===== config.mk =====
export PLATFORM = sky130hd
export DESIGN_NAME = postings_varint_delta_decoder
export DESIGN_NICKNAME = d
export VERILOG_FILES = /design/src/hw/rtl/pvd_pkg.sv /design/src/hw/rtl/pvd_front.sv /design/src/hw/rtl/pvd_queue.sv /design/src/hw/rtl/pvd_back.sv /design/src/hw/rtl/postings_varint_delta_decoder.sv
export SDC_FILE = /design/constraint.sdc
export NUM_CORES = 1
export LEC_CHECK = 0
export BUFFER_PORTS_ARGS = -buffer_cell sky130_fd_sc_hd__buf_4
export CORE_ASPECT_RATIO = 1.2
export CORE_UTILIZATION = 40
export DETAILED_ROUTE_END_ITERATION = 12
export GPL_TIMING_DRIVEN = 0
export HOLD_SLACK_MARGIN = 0.08
export PLACE_DENSITY = 0.64
export REMOVE_ABC_BUFFERS = 1
export SYNTH_ARGS = -nofsm -noshare
export SYNTH_HDL_FRONTEND = slang
export SYNTH_SLANG_ARGS = --single-unit

===== constraint.sdc =====
create_clock -name clk -period 17.7 [get_ports clk]
set_input_delay 0.885 -clock clk [delete_from_list [all_inputs] [get_ports clk]]
set_output_delay 0.885 -clock clk [all_outputs]
set_load 0.03 [all_outputs]

===== src/hw/rtl/pvd_pkg.sv =====
// Shared types and constants for the postings varint delta decoder.
// No dependencies; every other file imports this package.
package pvd_pkg;

	localparam int QueueDepthDefault = 4;

	localparam logic [1:0] KIND_COUNT  = 2'd0;
	localparam logic [1:0] KIND_ROWID  = 2'd1;
	localparam logic [1:0] KIND_END_OK = 2'd2;
	localparam logic [1:0] KIND_ERROR  = 2'd3;

	localparam logic [2:0] ERR_NONE     = 3'd0;
	localparam logic [2:0] ERR_VERSION  = 3'd1;
	localparam logic [2:0] ERR_TRUNC    = 3'd2;
	localparam logic [2:0] ERR_VARINT   = 3'd3;
	localparam logic [2:0] ERR_OVER_MAX = 3'd4;
	localparam logic [2:0] ERR_ZERO     = 3'd5;
	localparam logic [2:0] ERR_SUM      = 3'd6;
	localparam logic [2:0] ERR_TRAILING = 3'd7;

	localparam logic [7:0] VERSION_RESET = 8'd1;
	localparam logic [5:0] SHIFT_LAST    = 6'd63;
	localparam logic [5:0] SHIFT_STEP    = 6'd7;

	typedef enum logic [1:0] {
		PH_VERSION = 2'd0,
		PH_COUNT   = 2'd1,
		PH_DELTA   = 2'd2,
		PH_END     = 2'd3
	} phase_t;

	typedef struct packed {
		logic [7:0] blob_byte;
		logic       blob_end;
	} pvd_item_t;

	typedef struct packed {
		logic [1:0]  kind;
		logic [62:0] value;
		logic [2:0]  error_code;
		logic        run_last;
	} pvd_result_t;

	typedef struct packed {
		logic        two;
		pvd_result_t r0;
		pvd_result_t r1;
	} pvd_group_t;

endpackage


===== src/hw/rtl/pvd_front.sv =====
// Front end: input register, blob parser and decoder state.
// Turns each byte into a group of up to two result words. Uses pvd_pkg.
module pvd_front
	import pvd_pkg::*;
(
	input  logic       clk,
	input  logic       arst_n,
	input  logic       push,
	output logic       full,
	input  pvd_item_t  item,
	input  logic       cfg_we,
	input  logic [7:0] cfg_wdata,
	input  logic       q_full,
	output logic       q_push,
	output pvd_group_t q_wdata
);

	logic        v_s1;
	pvd_item_t   item_s1;
	logic        adv;
	logic [7:0]  ver_q;

	phase_t      ph_q, ph_d;
	logic [63:0] acc_q, acc_d;
	logic [5:0]  sh_q, sh_d;
	logic [62:0] left_q, left_d;
	logic [62:0] row_q, row_d;
	logic        first_q, first_d;
	logic        failed_q, failed_d;

	logic [7:0]  b;
	logic        e;
	logic [63:0] acc_new;
	logic [63:0] sum;
	logic [62:0] left_dec;
	logic        err;
	logic [2:0]  code;
	logic [1:0]  nres;
	pvd_result_t r0, r1;

	assign adv  = v_s1 && !q_full;
	assign full = v_s1 && q_full;

	always_ff @(posedge clk or negedge arst_n) begin
		if (!arst_n) begin
			v_s1 <= 1'b0;
		end else if (push && !full) begin
			v_s1 <= 1'b1;
		end else if (adv) begin
			v_s1 <= 1'b0;
		end
	end

	always_ff @(posedge clk) begin
		if (push && !full) begin
			item_s1 <= item;
		end
	end

	always_ff @(posedge clk or negedge arst_n) begin
		if (!arst_n) begin
			ver_q <= VERSION_RESET;
		end else if (cfg_we) begin
			ver_q <= cfg_wdata;
		end
	end

	always_ff @(posedge clk or negedge arst_n) begin
		if (!arst_n) begin
			ph_q     <= PH_VERSION;
			acc_q    <= '0;
			sh_q     <= '0;
			left_q   <= '0;
			row_q    <= '0;
			first_q  <= 1'b1;
			failed_q <= 1'b0;
		end else if (adv) begin
			ph_q     <= ph_d;
			acc_q    <= acc_d;
			sh_q     <= sh_d;
			left_q   <= left_d;
			row_q    <= row_d;
			first_q  <= first_d;
			failed_q <= failed_d;
		end
	end

	assign b        = item_s1.blob_byte;
	assign e        = item_s1.blob_end;
	assign acc_new  = acc_q | ({57'd0, b[6:0]} << sh_q);
	assign sum      = {1'b0, acc_new[62:0]} + {1'b0, row_q};
	assign left_dec = left_q - 63'd1;

	always_comb begin
		ph_d     = ph_q;
		acc_d    = acc_q;
		sh_d     = sh_q;
		left_d   = left_q;
		row_d    = row_q;
		first_d  = first_q;
		failed_d = failed_q;
		r0       = '0;
		r1       = '0;
		nres     = 2'd0;
		err      = 1'b0;
		code     = ERR_NONE;
		if (!failed_q) begin
			unique case (ph_q)
				PH_VERSION: begin
					if (b != ver_q) begin
						err  = 1'b1;
						code = ERR_VERSION;
					end else if (e) begin
						err  = 1'b1;
						code = ERR_TRUNC;
					end else begin
						ph_d  = PH_COUNT;
						acc_d = '0;
						sh_d  = '0;
					end
				end
				PH_END: begin
					err  = 1'b1;
					code = ERR_TRAILING;
				end
				PH_COUNT, PH_DELTA: begin
					if (sh_q == SHIFT_LAST && b[7:1] != 7'd0) begin
						err  = 1'b1;
						code = ERR_VARINT;
					end else if (b[7]) begin
						acc_d = acc_new;
						sh_d  = sh_q + SHIFT_STEP;
						if (e) begin
							err  = 1'b1;
							code = ERR_TRUNC;
						end
					end else begin
						acc_d = '0;
						sh_d  = '0;
						if (acc_new[63]) begin
							err  = 1'b1;
							code = ERR_OVER_MAX;
						end else if (ph_q == PH_COUNT) begin
							r0   = '{kind: KIND_COUNT, value: acc_new[62:0],
								error_code: ERR_NONE, run_last: 1'b0};
							nres = 2'd1;
							if (acc_new == 64'd0) begin
								ph_d = PH_END;
								if (e) begin
									r1   = '{kind: KIND_END_OK, value: '0,
										error_code: ERR_NONE, run_last: 1'b0};
									nres = 2'd2;
								end
							end else if (e) begin
								err  = 1'b1;
								code = ERR_TRUNC;
							end else begin
								ph_d    = PH_DELTA;
								left_d  = acc_new[62:0];
								row_d   = '0;
								first_d = 1'b1;
							end
						end else begin
							if (!first_q && acc_new == 64'd0) begin
								err  = 1'b1;
								code = ERR_ZERO;
							end else if (sum[63]) begin
								err  = 1'b1;
								code = ERR_SUM;
							end else begin
								row_d   = sum[62:0];
								first_d = 1'b0;
								left_d  = left_dec;
								r0      = '{kind: KIND_ROWID, value: sum[62:0],
									error_code: ERR_NONE, run_last: 1'b0};
								nres    = 2'd1;
								if (left_dec == 63'd0) begin
									ph_d = PH_END;
									if (e) begin
										r1   = '{kind: KIND_END_OK, value: '0,
											error_code: ERR_NONE, run_last: 1'b0};
										nres = 2'd2;
									end
								end else if (e) begin
									err  = 1'b1;
									code = ERR_TRUNC;
								end
							end
						end
					end
				end
				default: begin
					ph_d = PH_VERSION;
				end
			endcase
		end
		if (err) begin
			failed_d = 1'b1;
			if (nres == 2'd0) begin
				r0   = '{kind: KIND_ERROR, value: '0, error_code: code, run_last: 1'b0};
				nres = 2'd1;
			end else begin
				r1   = '{kind: KIND_ERROR, value: '0, error_code: code, run_last: 1'b0};
				nres = 2'd2;
			end
		end
		// end of blob: back to a clean start
		if (e) begin
			ph_d     = PH_VERSION;
			acc_d    = '0;
			sh_d     = '0;
			left_d   = '0;
			row_d    = '0;
			first_d  = 1'b1;
			failed_d = 1'b0;
		end
		if (nres == 2'd2) begin
			r1.run_last = 1'b1;
		end else begin
			r0.run_last = 1'b1;
		end
	end

	assign q_push  = adv && nres != 2'd0;
	assign q_wdata = '{two: nres == 2'd2, r0: r0, r1: r1};

endmodule


===== src/hw/rtl/pvd_queue.sv =====
// Short queue of result groups between the front end and the output stage.
// Register array with wrapping pointers. Uses pvd_pkg.
module pvd_queue
	import pvd_pkg::*;
#(
	parameter int DEPTH = QueueDepthDefault
) (
	input  logic       clk,
	input  logic       arst_n,
	input  logic       wr,
	input  pvd_group_t wdata,
	output logic       q_full,
	input  logic       rd,
	output pvd_group_t rdata,
	output logic       q_empty
);

	localparam int PW = (DEPTH > 1) ? $clog2(DEPTH) : 1;
	localparam int CW = $clog2(DEPTH + 1);

	pvd_group_t    mem_q [DEPTH];
	logic [PW-1:0] wp_q, rp_q;
	logic [CW-1:0] cnt_q;
	logic          do_wr, do_rd;

	assign q_full  = cnt_q == CW'(DEPTH);
	assign q_empty = cnt_q == '0;
	assign do_wr   = wr && !q_full;
	assign do_rd   = rd && !q_empty;
	assign rdata   = mem_q[rp_q];

	always_ff @(posedge clk) begin
		if (do_wr) begin
			mem_q[wp_q] <= wdata;
		end
	end

	always_ff @(posedge clk or negedge arst_n) begin
		if (!arst_n) begin
			wp_q  <= '0;
			rp_q  <= '0;
			cnt_q <= '0;
		end else begin
			if (do_wr) begin
				wp_q <= (wp_q == PW'(DEPTH - 1)) ? '0 : wp_q + 1'b1;
			end
			if (do_rd) begin
				rp_q <= (rp_q == PW'(DEPTH - 1)) ? '0 : rp_q + 1'b1;
			end
			if (do_wr && !do_rd) begin
				cnt_q <= cnt_q + 1'b1;
			end else if (do_rd && !do_wr) begin
				cnt_q <= cnt_q - 1'b1;
			end
		end
	end

endmodule


===== src/hw/rtl/pvd_back.sv =====
// Output stage: splits each result group into single words and holds
// the word on offer until popped. Uses pvd_pkg.
module pvd_back
	import pvd_pkg::*;
(
	input  logic        clk,
	input  logic        arst_n,
	input  logic        q_empty,
	input  pvd_group_t  q_rdata,
	output logic        q_pop,
	output logic        empty,
	input  logic        pop,
	output pvd_result_t result
);

	logic        out_v_q, pend_v_q;
	pvd_result_t out_q, pend_q;
	logic        take, free;

	assign take   = out_v_q && pop;
	assign free   = !out_v_q || take;
	assign q_pop  = free && !pend_v_q && !q_empty;
	assign empty  = !out_v_q;
	assign result = out_q;

	always_ff @(posedge clk or negedge arst_n) begin
		if (!arst_n) begin
			out_v_q  <= 1'b0;
			pend_v_q <= 1'b0;
		end else if (take && pend_v_q) begin
			pend_v_q <= 1'b0;
		end else if (q_pop) begin
			out_v_q  <= 1'b1;
			pend_v_q <= q_rdata.two;
		end else if (take) begin
			out_v_q <= 1'b0;
		end
	end

	always_ff @(posedge clk) begin
		if (take && pend_v_q) begin
			out_q <= pend_q;
		end else if (q_pop) begin
			out_q  <= q_rdata.r0;
			pend_q <= q_rdata.r1;
		end
	end

endmodule


===== src/hw/rtl/postings_varint_delta_decoder.sv =====
// Top level of the postings varint delta decoder.
// Instantiates pvd_front, pvd_queue and pvd_back; uses pvd_pkg.
//
// Takes one blob byte per cycle while full is low: a byte is registered,
// parsed (version check, base-128 varint assembly, 63-bit running sum) and
// its one or two result words go into a queue of QUEUE_DEPTH groups. The
// first result of a byte passes the queue and the output register before
// it is on offer. Results leave at one word per cycle while pop is held;
// the queue absorbs the bursts of bytes that end a blob with two words,
// and full rises only when it is full and a parsed byte is waiting.
module postings_varint_delta_decoder
	import pvd_pkg::*;
#(
	parameter int QUEUE_DEPTH = QueueDepthDefault
) (
	input  logic        clk,
	input  logic        arst_n,
	input  logic        push,
	output logic        full,
	input  pvd_item_t   item,
	output logic        empty,
	input  logic        pop,
	output pvd_result_t result,
	input  logic        cfg_we,
	input  logic [7:0]  cfg_wdata
);

	logic       q_full, q_push, q_empty, q_pop;
	pvd_group_t q_wdata, q_rdata;

	pvd_front u_front (
		.clk      (clk),
		.arst_n   (arst_n),
		.push     (push),
		.full     (full),
		.item     (item),
		.cfg_we   (cfg_we),
		.cfg_wdata(cfg_wdata),
		.q_full   (q_full),
		.q_push   (q_push),
		.q_wdata  (q_wdata)
	);

	pvd_queue #(
		.DEPTH(QUEUE_DEPTH)
	) u_queue (
		.clk    (clk),
		.arst_n (arst_n),
		.wr     (q_push),
		.wdata  (q_wdata),
		.q_full (q_full),
		.rd     (q_pop),
		.rdata  (q_rdata),
		.q_empty(q_empty)
	);

	pvd_back u_back (
		.clk    (clk),
		.arst_n (arst_n),
		.q_empty(q_empty),
		.q_rdata(q_rdata),
		.q_pop  (q_pop),
		.empty  (empty),
		.pop    (pop),
		.result (result)
	);

	a_err_code: assert property (@(posedge clk) disable iff (!arst_n)
		(!empty && result.kind != KIND_ERROR) |-> result.error_code == ERR_NONE)
		else $error("error code on a non-error word");

	a_zero_value: assert property (@(posedge clk) disable iff (!arst_n)
		(!empty && (result.kind == KIND_END_OK || result.kind == KIND_ERROR))
			|-> result.value == '0)
		else $error("value on an end or error word");

	a_second_word: assert property (@(posedge clk) disable iff (!arst_n)
		(!empty && pop && !result.run_last) |=> !empty)
		else $error("second word of a byte not ready");

	a_no_push_lost: assert property (@(posedge clk) disable iff (!arst_n)
		q_push |-> !q_full)
		else $error("result group pushed into a full queue");

endmodule

### Word level (Yosys, flattened, before mapping)

Memory sizes are Yosys's and may differ from the RTL's.
Cells that the tools add are included.

| storage, ports and cells | value |
|---|---|
| register bits after elaboration | 365 |
| input bits | 22 |
| word-level logic and storage cells | 234 |
| RAM bits | 556 |
| memories | 1 |
| output and inout port bits | 71 |

| operators by class | value |
|---|---|
| bitwise gates (word level) | 2 |
| eq/ne operators | 23 |
| shifts and indexed selects | 1 |
| multiplexer cells | 132 |
| reductions and logical operators | 44 |
| add/sub/neg operators | 7 |

Memory list:

| memory | depth | bits a word | rd ports | clocked after memory_dff | write ports | RTL line | RTL |
|---|---|---|---|---|---|---|---|
| u_queue.mem_q | 4 | 139 | 1 | 0 | 1 | pvd_queue.sv:21 | `pvd_group_t mem_q [DEPTH];` |

Operators with widths:

| cell | count |
|---|---|
| $mux W69 | 24 |
| $mux W63 | 20 |
| $mux W64 | 5 |
| $pmux W64 S2 | 1 |
| $mux W68 | 1 |
| $add A63 B63 Y64 | 1 |
| $logic_not A64 Y1 | 1 |
| $or A64 B64 Y64 | 1 |
| $shl A7 B6 Y64 | 1 |
| $logic_not A63 Y1 | 1 |
| $sub A63 B1 Y63 const B | 1 |
| $mux W2 | 27 |
| $mux W1 | 34 |
| $mux W3 | 11 |
| $mux W6 | 5 |
| $ne A3 B2 Y1 const B | 5 |
| $logic_and A1 B1 Y1 | 14 |
| $reduce_bool A2 Y1 | 7 |
| $pmux W6 S2 | 1 |
| $eq A2 B2 Y1 const B | 5 |
| $reduce_and A10 Y1 | 1 |
| $pmux W3 S3 | 1 |
| $reduce_and A9 Y1 | 1 |
| $logic_not A1 Y1 | 8 |
| other kinds (26) | 32 |

### Depth between registers and ports, before layout

| logic depth | value |
|---|---|
| word-level depth | 21 |
| depth in mapped cells | 26 |
| gate-level depth less buffers | 22 |

### Cells and area by module

Synthesis repeated with hierarchy kept, for this count alone.

| second synthesis, totals | value |
|---|---|
| cells, all modules | 3,284 |
| area, all modules | 43,666.9 µm² |

By module, submodules not included:

| module | area an instance (µm²) | sequential area each (µm²) | cells each | times used |
|---|---|---|---|---|
| pvd_queue | 20,493.4 | 16,871.2 | 764 | 1 |
| pvd_front | 18,041.1 | 5,502.8 | 2,291 | 1 |
| pvd_back | 5,132.4 | 4,194.0 | 229 | 1 |

### Worst setup path before layout

OpenSTA, ideal clock, no wires.

| path | value |
|---|---|
| path type | register -> register |
| from | reg u_front.sh_q[1] |
| to | mem u_queue.mem_q[0][0] (netlist name) (enable) |
| period minus slack after synthesis | 6.462 ns |
| path buffers | 3 |
| data arrival time | 6.020 ns |
| path slack | 11.238 ns |
| setup time | 0.441 ns |
| data required time | 17.259 ns |
| stages on the path, launching flop included | 21 |
| path through | dfrtp_1 -> buf_2 -> buf_2 -> mux4_2 -> nand2_1 -> o21ai_0 -> a32o_1 -> a21o_1 -> ha_1 -> clkbuf_1 -> a21o_1 -> a21o_1 -> a21oi_1 -> o21ai_0 -> a31o_2 -> or3_1 -> o211ai_1 -> a31oi_2 -> nand2b_1 -> a21oi_1 -> and2_1 |

| on the way | value |
|---|---|
| cells in the longest elaborated chain, start to end | 19 |
| elaborated cells between the ends (all ways) | 33 |
| classes of those cells | add/sub (1); eq/ne (1); shift (1); mux (22); bitwise (1); reduce/logical (7) |

Ends and longest elaborated chain:

| what | RTL line | RTL |
|---|---|---|
| start: declaration | pvd_front.sv:25 | `logic [5:0] sh_q, sh_d;` |
| start signal: assignment | pvd_front.sv:72 | `sh_q <= '0;` |
| start signal: assignment | pvd_front.sv:80 | `sh_q <= sh_d;` |
| $shl A7 B6 Y64 | pvd_front.sv:90 | `assign acc_new = acc_q \| ({57'd0, b[6:0]} << sh_q);` |
| $or A64 B64 Y64 | pvd_front.sv:90 |  |
| $add A63 B63 Y64 / $logic_not A64 Y1 (equally long branches) | pvd_front.sv:91, pvd_front.sv:147, pvd_front.sv:164 |  |
| $mux W2 / $logic_and A1 B1 Y1 (equally long branches) | pvd_front.sv:167, pvd_front.sv:164 |  |
| $mux W2 | pvd_front.sv:164 | `if (!first_q && acc_new == 64'd0) begin` |
| $mux W2 | pvd_front.sv:143 | `end else if (ph_q == PH_COUNT) begin` |
| $mux W2 | pvd_front.sv:140 | `if (acc_new[63]) begin` |
| $mux W2 | pvd_front.sv:130 | `end else if (b[7]) begin` |
| [... 4 more ...] | n/a |  |
| $mux W2 | pvd_front.sv:199 | `if (nres == 2'd0) begin` |
| $mux W2 (*) | pvd_front.sv:197 | `if (err) begin` |
| $reduce_bool A2 Y1 (*) | pvd_front.sv:224 | `assign q_push = adv && nres != 2'd0;` |
| $logic_and A1 B1 Y1 (*) | pvd_front.sv:224 |  |
| $logic_and A1 B1 Y1 (*) | pvd_queue.sv:28 | `assign do_wr = wr && !q_full;` |
| named net u_queue.do_wr | pvd_queue.sv:24 | `logic do_wr, do_rd;` |
| $mux W1 (*) | pvd_queue.sv:33 | `if (do_wr) begin` |
| $mux W1 (implied by the code) (*) | pvd_queue.sv:34 | `mem_q[wp_q] <= wdata;` |
| end: declaration | pvd_queue.sv:21 |  |

Mark *: on every way through the listed nets, which the timed path passes. The rest lies on a longest branch.

### Worst setup path after layout

| path | value |
|---|---|
| from | reg u_front.sh_q[3] |
| to | reg u_front.left_q[24] |

| on the way | value |
|---|---|
| cells in the longest elaborated chain, start to end | 10 |
| elaborated cells between the ends (all ways) | 21 |
| classes of those cells | add/sub (1); eq/ne (6); shift (1); mux (8); bitwise (1); reduce/logical (4) |

Ends and longest elaborated chain:

| what | RTL line | RTL |
|---|---|---|
| parallel branches: the longest is 10 deep, another holds $add A63 B63 Y64 | n/a |  |
| end signal: assignment | pvd_front.sv:81 | `left_q <= left_d;` |
| end: declaration | pvd_front.sv:26 | `logic [62:0] left_q, left_d;` |

Parallel ways; which one is timed is not known. The select of a mux whose other input is x is not followed.
A chain may end at the register's enable or synchronous reset.

==> results.toml <==
[layout]
n_fill_cell = 6962
layout.nets = 2853
syn_to_final_growth_pct = 13.3
utilization_pct = 45.9
drive_above_1_share_pct = 13.3

[cts]
postCtsHoldBufs = 0
cts_tree = "built"
clkTransAtPathRegs_ns = 0.07
cts_resized = 0
clock_path_buffers = 3
post_cts_buffers = 0
root_buffer = "clkbuf_16"
clk_latency_ns = 0.66
cts.sinks = 602
cts.htree.levels = 2
cts_buffers = 60

[setup_path]
arrival_ns = 8.69
endpoint = "u_front.left_q[24]"
crit_path_start = "u_front.sh_q[3]"
r2r_cells = 16
r2r_slack_ns = 9.53
r2r_start = "u_front.sh_q[3]"
r2r-end = "u_front.left_q[24]"
path_max_fanout = 33
crit_type = "flop to flop"
critPathLaunchType = "flop"
required_ns = 18.23
setup.worst_path.end_class = "flop"

[yosys]
synth_ff_type = "edfxtp_1"
seq_area_frac_synth_pct = 54.7
async_reset_ff_share_pct = 36.2
avgSynthCellArea_sq_um = 11.4
synth-seq-cells = 602
ys_types = 90
syn_area_sq_um = 31100
yosysWarnings = 0
synth_edf_count = 384
synthCells = 2736

[detailed_routing]
drtPass1Iterations = 8
wl_per_cell_um = 22.8
finalWirelength_um = 87100
drt_iter0_drc = 2159
drcViolationCount = 0
avgViaCountPerCell = 5.90
ant_nets = 0
via_count = 22510

[grt]
grt.busiest_layer = "met2"
use_met3_pct = 3.19
grt_pass1_wl_um = 135000
grt_pass1_vias = 22573
grt_util_met1_pct = 28.3
use_met2_pct = 37.3
grt_usage_pct = 22.0
grt.overflow.total = 0
grt_max_degree = 94
antenna_found_initial = 2

[timing]
fmax_ghz = 0.122
finalSetupViolations = 0
skew_ns = 0.0310
whs_ns = 0.146
rsz0062_at_grt = "no"
slew_headroom_pct = 8.42
hold_viol = 0
timing.final.crit_share_pct = 46.1
setup_slack_ns = 9.53
drv_slew = 0
worst_slew_pin_slew_ns = 1.37
period_needed_ns = 8.17

[floorplanning]
coreArea_sq_um = 76700
die_y_um = 307
dieArea_sq_um = 78800
start_util_pct = 40.5
ios = 93
rows = 111
die-width_um = 256

[run]
cap_viol_max_count = 0

[placement]
gp_congestion = 0.955
port_buffers = 92
hpwl_um = 61200
dp_slack_ns = 9.65

[outcome]
status = "finished, final reports clean"

[pwr]
power.density_nw_per_um2 = 161
power.total_uw = 5650
leakage_uw = 0.0139
ir_drop_uv = 83.3

[min_path]
worstHoldPathType = "primary input to asynchronous set/reset pin"
synthesized netlist by cell type, drive strengths merged, types with 7 or more instances:
library cell | count | area share [%]
edfxtp | 384 | 37
nor2 | 250 | 3.0
nand2 | 244 | 2.9
dfrtp | 216 | 17
a21oi | 193 | 3.1
o21ai | 155 | 2.5
clkbuf | 129 | 1.6
a21o | 97 | 2.3
ha | 82 | 3.3
nor2b | 80 | 1.6
mux4 | 78 | 5.7
o31ai | 66 | 1.6
nor3 | 57 | 0.95
inv | 52 | 0.63
xnor2 | 48 | 1.4
xor2 | 48 | 1.4
buf | 39 | 0.61
nand3 | 39 | 0.64
nor4 | 39 | 0.92
o21a | 36 | 0.87
nand4 | 28 | 0.56
a22o | 25 | 0.70
mux2 | 25 | 0.91
and2 | 22 | 0.44
or3 | 22 | 0.44
a21boi | 20 | 0.48
nand2b | 20 | 0.40
a22oi | 17 | 0.41
or4 | 16 | 0.40
a31oi | 15 | 0.32
o22ai | 13 | 0.26
o31a | 13 | 0.37
and3 | 12 | 0.24
or2 | 12 | 0.24
o21bai | 11 | 0.27
o41ai | 11 | 0.33
a211oi | 9 | 0.22
mux2i | 9 | 0.29
nor3b | 9 | 0.23
o211ai | 8 | 0.19
nor4b | 7 | 0.22
per-layer routing:
layer,share of wire [%],vias to the layer above
met4,4.0,0
met3,5.5,174
met1,42,11254
met5,0,-
li1,-,10293
met2,49,789
area by class of cell:
| type | instances | area [sq um] | area share, % |
|---|---|---|---|
| diodes | 1 | 2.50 | 0.00711 |
| clock buffers | 77 | 1640 | 4.65 |
| clock inverters | 36 | 529 | 1.50 |
| inverters | 52 | 195 | 0.555 |
| multi-input cells | 1914 | 13300 | 37.8 |
| flip-flops and latches | 602 | 17000 | 48.3 |
| well taps | 1017 | 1270 | 3.62 |
| repair buffers | 117 | 1260 | 3.57 |
cell usage in the layout (no fill, tap or decap), types with 55 or more instances in the layout:
cell type	instances
dfrtp_1	214
a21o_1	97
mux4_2	78
ha_1	81
o31ai_1	64
buf_4	91
clkbuf_16	62
a21oi_1	193
edfxtp_1	384
o21ai_0	155
nor2b_1	79
nor3_1	55
nand2_1	243
nor2_1	248
sequential cells by signal, summed over array words and instances, names as in the netlist:
signal            cells
u_front.ph_q          2
u_queue.mem_q       300
u_front.left_q       63
u_queue.rp_q          2
u_back.out_v_q        1
u_front.v_s1          1
u_front.row_q        63
u_queue.wp_q          2
u_queue.cnt_q         3
u_front.first_q       1
u_front.acc_q        64
u_front.e             1
u_back.result        69
u_front.ver_q         8
u_front.b             8
u_back.pend_q         6
u_front.sh_q          6
u_front.failed_q      1
u_back.pend_v_q       1
how the worst min path moves through the flow:
stage / from / end / slack [ns] / depth (start not counted)
global placement: u_front.row_q[0] / u_front.row_q[0] / 0.46 / 2
floorplan: u_front.row_q[0] / u_front.row_q[0] / 0.45 / 2
finish: arst_n / u_front.row_q[3] / 0.15 / 1
global route: arst_n / u_front.row_q[3] / 0.17 / 1
CTS: arst_n / u_front.row_q[7] / 0.14 / 1
detailed placement: u_front.row_q[62] / u_front.row_q[62] / 0.47 / 2
critical path, stage by stage, from the launching register on:
cell and delay (ns):
dfrtp_1 1.05, inv_1 0.33, o311a_1 0.45, a21oi_1 0.91, a21o_1 0.30, ha_1 0.28, nand3_1 0.12, nor3_1 0.05
a21oi_1 0.12, nand2_1 0.13, nor2_1 0.38, o21ai_0 0.54, a31oi_1 0.61, a21o_1 0.28, o31a_2 0.84, nand2_1 1.06
o31ai_1 0.53
power breakdown:
| part | internal [uW] | switching, uW |
|---|---|---|
| clock network | 832 | 573 |
| logic | 804 | 1360 |
| registers | 1870 | 213 |
| total | 3500 | 2150 |
per-stage QoR:
step                instance area, sq um  std cells  TNS (ns)
floorplan                          30400       2568         0
global placement                   32400       3677   -645.36
detailed placement                 33000       3701         0
CTS                                35200       3814         0
global route                       35200       3815         0
finish                             35200       3816         0
kinds of logic (layout without fill, tap and decap cells):
kind of cell	Yosys count	after routing	synth area share, %
AO/OA/AOI/OAI	744	744	15.6
AND/OR/NAND/NOR	878	878	13.9
multiplexers	112	112	6.85
other	0	1	0
XOR/XNOR	96	96	2.71
flip-flops	602	602	54.7
adder cells (fa/ha/maj)	84	84	3.43
buffers and inverters	220	282	2.80
Note: power is estimated with default switching activity, not from simulation.
